--- src/hdl/wdsip_pkg.sv ---
package wdsip_pkg;

  localparam int unsigned DurW  = 32;
  localparam int unsigned StepW = 10;
  localparam int unsigned CodeW = 4;
  localparam int unsigned ActW  = 2;
  localparam int unsigned NapN  = 7;

  localparam logic [StepW-1:0] ShortestNap = StepW'(15);

  typedef logic [ActW-1:0] action_t;
  localparam action_t ActNap   = 2'd0;
  localparam action_t ActDelay = 2'd1;
  localparam action_t ActDone  = 2'd2;

  localparam logic CmdStart = 1'b0;
  localparam logic CmdDone  = 1'b1;

  typedef enum logic [3:0] {
    PH_IDLE   = 4'b0001,
    PH_NAP    = 4'b0010,
    PH_MAKEUP = 4'b0100,
    PH_FINAL  = 4'b1000
  } phase_t;

  // Nap ladder, longest first
  typedef logic [StepW-1:0] step_t;
  typedef logic [CodeW-1:0] code_t;

  localparam step_t NapLen [NapN] = '{
    step_t'(1000), step_t'(500), step_t'(250), step_t'(120),
    step_t'(60),   step_t'(30),  step_t'(15)
  };
  localparam code_t NapCode [NapN] = '{
    code_t'(6), code_t'(5), code_t'(4), code_t'(3),
    code_t'(2), code_t'(1), code_t'(0)
  };

  typedef struct packed {
    action_t act;
    code_t   code;
    step_t   ms;
  } result_t;

endpackage

--- src/hdl/watchdog_sleep_interval_planner.sv ---
// Watchdog sleep interval planner.
//
// Input stream (in_*): one word per event. in_tuser[0] is the command
// (0 = start a new plan, 1 = previous action done), in_tuser[1] says the
// finished nap ended by the watchdog. in_tdata carries the duration in ms,
// read on start only.
// Output stream (out_*): exactly one word per input word. out_tuser is the
// action (0 = watchdog nap, 1 = timer delay, 2 = finished), out_tdata holds
// the prescaler code and the action length in ms.
//
// The answer for an accepted word is registered and presented from the
// cycle after it is accepted. Throughput is one word per cycle while the
// receiver takes each word, set by the single compare ladder and subtract
// between the plan state and the output register.
// Reset leaves the planner idle with nothing planned and no word pending.
// When the receiver stalls, the output register holds its word and
// in_tready drops until that word is taken; the plan state advances only
// on accepted words.
module watchdog_sleep_interval_planner (
  input  logic        clk,
  input  logic        rst_n,
  input  logic        in_tvalid,
  output logic        in_tready,
  input  logic [31:0] in_tdata,   // [31:0] duration_ms
  input  logic [1:0]  in_tuser,   // [0] command, [1] woke_by_watchdog
  output logic        out_tvalid,
  input  logic        out_tready,
  output logic [15:0] out_tdata,  // [3:0] prescaler_code, [13:4] action_ms, [15:14] zero
  output logic [1:0]  out_tuser   // [1:0] action
);
  import wdsip_pkg::*;

  logic              in_fire;
  logic              cmd;
  logic              by_wdt;
  logic [DurW-1:0]   src_ms;
  logic [NapN-1:0]   fits;

  logic [DurW-1:0]   remaining_r, remaining_nxt;
  phase_t            phase_r, phase_nxt;
  step_t             pending_r, pending_nxt;
  logic              out_valid_r, out_valid_nxt;
  result_t           res_r, res_nxt;

  result_t           plan_res;
  logic [DurW-1:0]   plan_rem;
  phase_t            plan_phase;
  step_t             plan_pending;

  assign cmd     = in_tuser[0];
  assign by_wdt  = in_tuser[1];
  assign in_tready = !out_valid_r || out_tready;
  assign in_fire = in_tvalid && in_tready;
  assign src_ms  = (cmd == CmdStart) ? in_tdata : remaining_r;

  always_comb begin
    for (int k = 0; k < NapN; k++) begin
      fits[k] = (src_ms >= DurW'(NapLen[k]));
    end
  end

  // Next action from the new duration on a start, else from what is left of the plan
  always_comb begin
    plan_res     = '{act: ActDone, code: '0, ms: '0};
    plan_rem     = src_ms;
    plan_phase   = PH_IDLE;
    plan_pending = '0;
    if (src_ms >= DurW'(ShortestNap)) begin
      plan_phase = PH_NAP;
      for (int k = NapN - 1; k >= 0; k--) begin
        if (fits[k]) begin
          plan_res     = '{act: ActNap, code: NapCode[k], ms: NapLen[k]};
          plan_pending = NapLen[k];
          plan_rem     = src_ms - DurW'(NapLen[k]);
        end
      end
    end else if (src_ms != '0) begin
      plan_res   = '{act: ActDelay, code: '0, ms: src_ms[StepW-1:0]};
      plan_rem   = '0;
      plan_phase = PH_FINAL;
    end
  end

  always_comb begin
    remaining_nxt = remaining_r;
    phase_nxt     = phase_r;
    pending_nxt   = pending_r;
    res_nxt       = res_r;
    out_valid_nxt = out_valid_r && !out_tready;
    if (in_fire) begin
      out_valid_nxt = 1'b1;
      if (cmd == CmdStart) begin
        remaining_nxt = plan_rem;
        phase_nxt     = plan_phase;
        pending_nxt   = plan_pending;
        res_nxt       = plan_res;
      end else begin
        case (phase_r)
          PH_NAP: begin
            if (!by_wdt) begin
              // make up the nap with a busy delay of the same length
              phase_nxt = PH_MAKEUP;
              res_nxt   = '{act: ActDelay, code: '0, ms: pending_r};
            end else begin
              remaining_nxt = plan_rem;
              phase_nxt     = plan_phase;
              pending_nxt   = plan_pending;
              res_nxt       = plan_res;
            end
          end
          PH_MAKEUP: begin
            remaining_nxt = plan_rem;
            phase_nxt     = plan_phase;
            pending_nxt   = plan_pending;
            res_nxt       = plan_res;
          end
          PH_FINAL: begin
            phase_nxt   = PH_IDLE;
            pending_nxt = '0;
            res_nxt     = '{act: ActDone, code: '0, ms: '0};
          end
          default: begin
            res_nxt = '{act: ActDone, code: '0, ms: '0};
          end
        endcase
      end
    end
  end

  always_ff @(posedge clk) begin
    if (!rst_n) begin
      remaining_r <= '0;
      phase_r     <= PH_IDLE;
      pending_r   <= '0;
      out_valid_r <= 1'b0;
    end else begin
      remaining_r <= remaining_nxt;
      phase_r     <= phase_nxt;
      pending_r   <= pending_nxt;
      out_valid_r <= out_valid_nxt;
    end
  end

  always_ff @(posedge clk) begin
    res_r <= res_nxt;
  end

  assign out_tvalid = out_valid_r;
  assign out_tuser  = res_r.act;
  assign out_tdata  = {2'b00, res_r.ms, res_r.code};

  a_idle_empty : assert property (@(posedge clk) disable iff (!rst_n)
    (phase_r == PH_IDLE || phase_r == PH_FINAL) |-> remaining_r == '0)
    else $error("nothing may remain planned when idle or in the final delay");

  a_nap_pending : assert property (@(posedge clk) disable iff (!rst_n)
    (phase_r == PH_NAP || phase_r == PH_MAKEUP) |-> pending_r >= ShortestNap)
    else $error("outstanding nap has no length");

  a_answer : assert property (@(posedge clk) disable iff (!rst_n)
    in_fire |=> out_valid_r)
    else $error("accepted word produced no answer");

  a_nap_code : assert property (@(posedge clk) disable iff (!rst_n)
    (out_valid_r && res_r.act == ActNap) |-> (res_r.code < code_t'(NapN) &&
      res_r.ms >= ShortestNap && phase_r == PH_NAP))
    else $error("nap answer inconsistent with plan state");

  a_done_zero : assert property (@(posedge clk) disable iff (!rst_n)
    (out_valid_r && res_r.act == ActDone) |-> (res_r.ms == '0 && phase_r == PH_IDLE))
    else $error("finished answer with a length or a live plan");

endmodule

--- config.mk ---
export PLATFORM = sky130hd
export DESIGN_NAME = watchdog_sleep_interval_planner
export DESIGN_NICKNAME = d
export VERILOG_FILES = /design/src/hdl/wdsip_pkg.sv /design/src/hdl/watchdog_sleep_interval_planner.sv
export SDC_FILE = /design/constraint.sdc
export NUM_CORES = 1
export LEC_CHECK = 0
export ABC_AREA = 1
export BUFFER_PORTS_ARGS = -buffer_cell sky130_fd_sc_hd__clkbuf_2
export CAP_MARGIN = 15
export CORE_ASPECT_RATIO = 1.1
export CORE_MARGIN = 2
export CORE_UTILIZATION = 58
export CTS_BUF_LIST = sky130_fd_sc_hd__clkbuf_4
export CTS_CLUSTER_DIAMETER = 100
export DETAILED_ROUTE_END_ITERATION = 8
export PLACE_DENSITY = 0.79
export SLEW_MARGIN = 20
export SYNTH_ARGS = -nofsm -noshare
export SYNTH_HDL_FRONTEND = slang
export SYNTH_SLANG_ARGS = --single-unit
--- constraint.sdc ---
create_clock -name clk -period 3.95 [get_ports clk]
set_input_delay 0.395 -clock clk [delete_from_list [all_inputs] [get_ports clk]]
set_output_delay 0.395 -clock clk [all_outputs]
set_load 0.03 [all_outputs]
==> key figures <==
Run status
  • Outcome: complete, no violations

Route
  • Drt via density: 5.51
  • Detailed Route WL: 18,300 µm
  • DR iter-0 viols: 449
  • Remaining DRCs: 0
  • Post-DRT Antenna Nets: 0
  • Drt pass-1 iters: 5
  • WL/cell: 15.3 µm
  • Routed via count: 6,589

Global route
  • First-pass GRT wire length: 29,500 µm
  • Vias in the first global route: 6,081
  • Gr ovfl total: 0
  • Largest net degree at the start of global routing: 59
  • Initial antenna violation count: 0
  • GRT Total Usage: 0.344

STA
  • Final hold violations: 0
  • Slew Viols, Final: 0
  • Setup Total Neg Slack: 0 ns
  • F_max: 310 MHz
  • Slew HR: 0.484
  • Slew @ Worst Pin: 0.765 ns
  • Period minus WS final: 3.23 ns
  • RSZ-0062 raised after global routing: false
  • Final Cycle Share: 0.816
  • Final setup viols: 0
  • Clock Skew: 0.0246 ns

Clock tree
  • Post_cts resized: 0
  • CTS max path bufs: 2
  • Clk sink count: 62
  • TritonCTS Buffers: 9
  • Hold_buf cts: 0
  • TritonCTS clock tree: yes
  • CTS clk-pin slew, worst paths: 0.12 ns
  • CTS H-tree depth: 3
  • Post-CTS Setup Bufs: 0
  • Clock root buffer: clkbuf_4
  • Worst-skew pair later-pin latency: 0.44 ns

Floorplan
  • IO Count: 58
  • Die X: 99.1 µm
  • Initial Util: 0.590
  • FP Rows: 38
  • Core Region: 9790 µm²
  • Die span in y: 109 µm
  • DIE AREA: 10,800 µm²

Synth
  • Area contributors post-synth: nand2_1, dfxtp_1, edfxtp_1
  • Post-synth top area share: 0.265
  • Synth Area per Inst: 5.63 µm²
  • Synthesized area: 5780 µm²
  • Post-synth top area cell: nand2_1
  • YS warnings: 0
  • Post-synth EDFFs: 15
  • Most frequently used flop master after synthesis: dfxtp_1
  • Netlist cell types: 43
  • Synth async-reset ratio: 0
  • Number of synthesized register bits: 62
  • Register area share after synthesis: 0.241
  • Mapped Cells: 1,025

Setup path
  • Startpoint Class: input pin
  • Buf/Inv on CP: 4
  • RR Startpoint: remaining_r[3]
  • Largest stage delay, worst path: 0.50 ns
  • Delay-heaviest family, CP: simple AND/OR/NAND/NOR gates
  • CP arrival: 3.58 ns
  • Worst path cell trace: clkbuf_2 > inv_2 > buf_12 > nand2_1 > nand2_1 > nand2_1 > nor2_1 > nand2_1 > nor2_1 > nand2_1 > nand2_2 > inv_2 > nand3_2 > nand2_1 > o21ai_2 > nand3_1 > nand2_1 > nand3_1 > a21oi_1
  • Most used cell along the critical path: nand2_1
  • CP Capture Type: register
  • Slowest-stage cell, CP: o21ai_2
  • CP max FO: 41
  • WP data required: 4.31 ns
  • Worst Setup SP: in_tuser[0]
  • WS Path Type: input pin to register

Power and ir drop
  • Leakage power: 0.00309 µW
  • Cell Pwr Density: 267 nW/µm²
  • Max IR drop VDD: 0.147 mV

Min path
  • Worst hold path class: input pin to register
  • HP Start: in_tvalid

Placed design
  • PortBufs: 54
  • Dpl hpwl: 14,000 µm
  • Routability Congestion: 1.03

Finish
  • Layout area overhead: 8.32%
  • Most frequent cells in the layout: nand2_1, inv_1, nor2_1
  • Final core utilization: 0.639
  • Ant diodes: 0
  • Nets: 1,124
  • Most common cell after layout, fill and taps aside: nand2_1
  • Layout cell share with drive strength beyond 1: 0.112

Job
  • Maxcap violations: 0
-- through the flow --
step           std cells  hold slack [ns]  setup slack (ns)  total power, µW  cell area (µm²)
3_5_place_dp        1179            0.457             0.348             1200             6120
2_1_floorplan       1027            0.441             0.957             1070             5780
3_3_place_gp        1179            0.452             0.327             1190             6120
6_report            1195            0.179             0.725             1670             6260
5_1_grt             1195            0.196             0.515             1750             6260
4_1_cts             1195            0.173             0.791             1660             6260
-- cell usage after synthesis (2+ instances only) --
cell	number
and3_1	2
nand2_2	7
or2_2	3
xnor2_1	4
xor2_1	16
nand4_1	7
nor2_2	8
buf_4	6
nand2_1	407
clkbuf_1	13
o211ai_1	2
o21ai_0	26
nand3_1	78
o21ai_1	9
ha_1	16
o21ai_2	3
nand3_2	3
a21oi_1	76
buf_2	12
inv_2	7
nor3_1	7
a22o_1	2
o22ai_1	3
nor2_1	103
a211oi_1	2
dfxtp_1	47
inv_1	117
clkinv_1	2
buf_6	6
a31oi_1	2
nor4_1	3
edfxtp_1	15
-- power by group --
part,internal [µW],switching [µW],leakage (µW)
registers,687,19.3,0.000531
logic,153,332,0.00248
clock network,203,274,0.0000743
total,1040,625,0.00309
-- registers in the layout, summed over array words and instances (netlist names) --
signal       flops
pending_r       10
out_tdata       13
remaining_r     32
out_tvalid       1
out_tuser        2
phase_r          4
-- worst reg2reg max path, delay by kind of cell (launching register included) --
| family | cells | cell delay (ns) |
|---|---|---|
| AND/OR/NAND/NOR | 10 | 1.16 |
| buffers and inverters | 4 | 0.52 |
| AO/OA/AOI/OAI | 3 | 0.79 |
| flip-flops | 1 | 0.34 |
| adder cells (fa/ha/maj) | 1 | 0.27 |
-- cells by family after synthesis --
logic type | share of synthesized area
simple gates | 0.450
buf+inv | 0.120
compound gates | 0.123
flops | 0.241
xor+xnor | 0.0303
fa+ha+maj | 0.0347
other cells | 0.000649
-- worst paths after layout --
kind	cells past startpoint	slack, ns	to
max reg2reg	18	0.79	remaining_r[26]
min reg2reg	2	0.47	pending_r[5]
max	19	0.72	remaining_r[26]
min	3	0.18	out_tvalid
-- layer usage --
layer | GRT usage | share of wire
met4 | 0.159 | 0.038
met3 | 0.0500 | 0.075
met5 | 0 | 0
met1 | 0.420 | 0.41
met2 | 0.600 | 0.48
-- cell type report --
class	count	area, µm²
clock buffer	11	82.6
clock inverter	5	51.3
fill	1031	3540
inverter	126	473
multi-input combinational	802	3700
sequential	62	1390
tap	120	150
timing repair buffer	69	408
(Power assumes the default switching activity.)
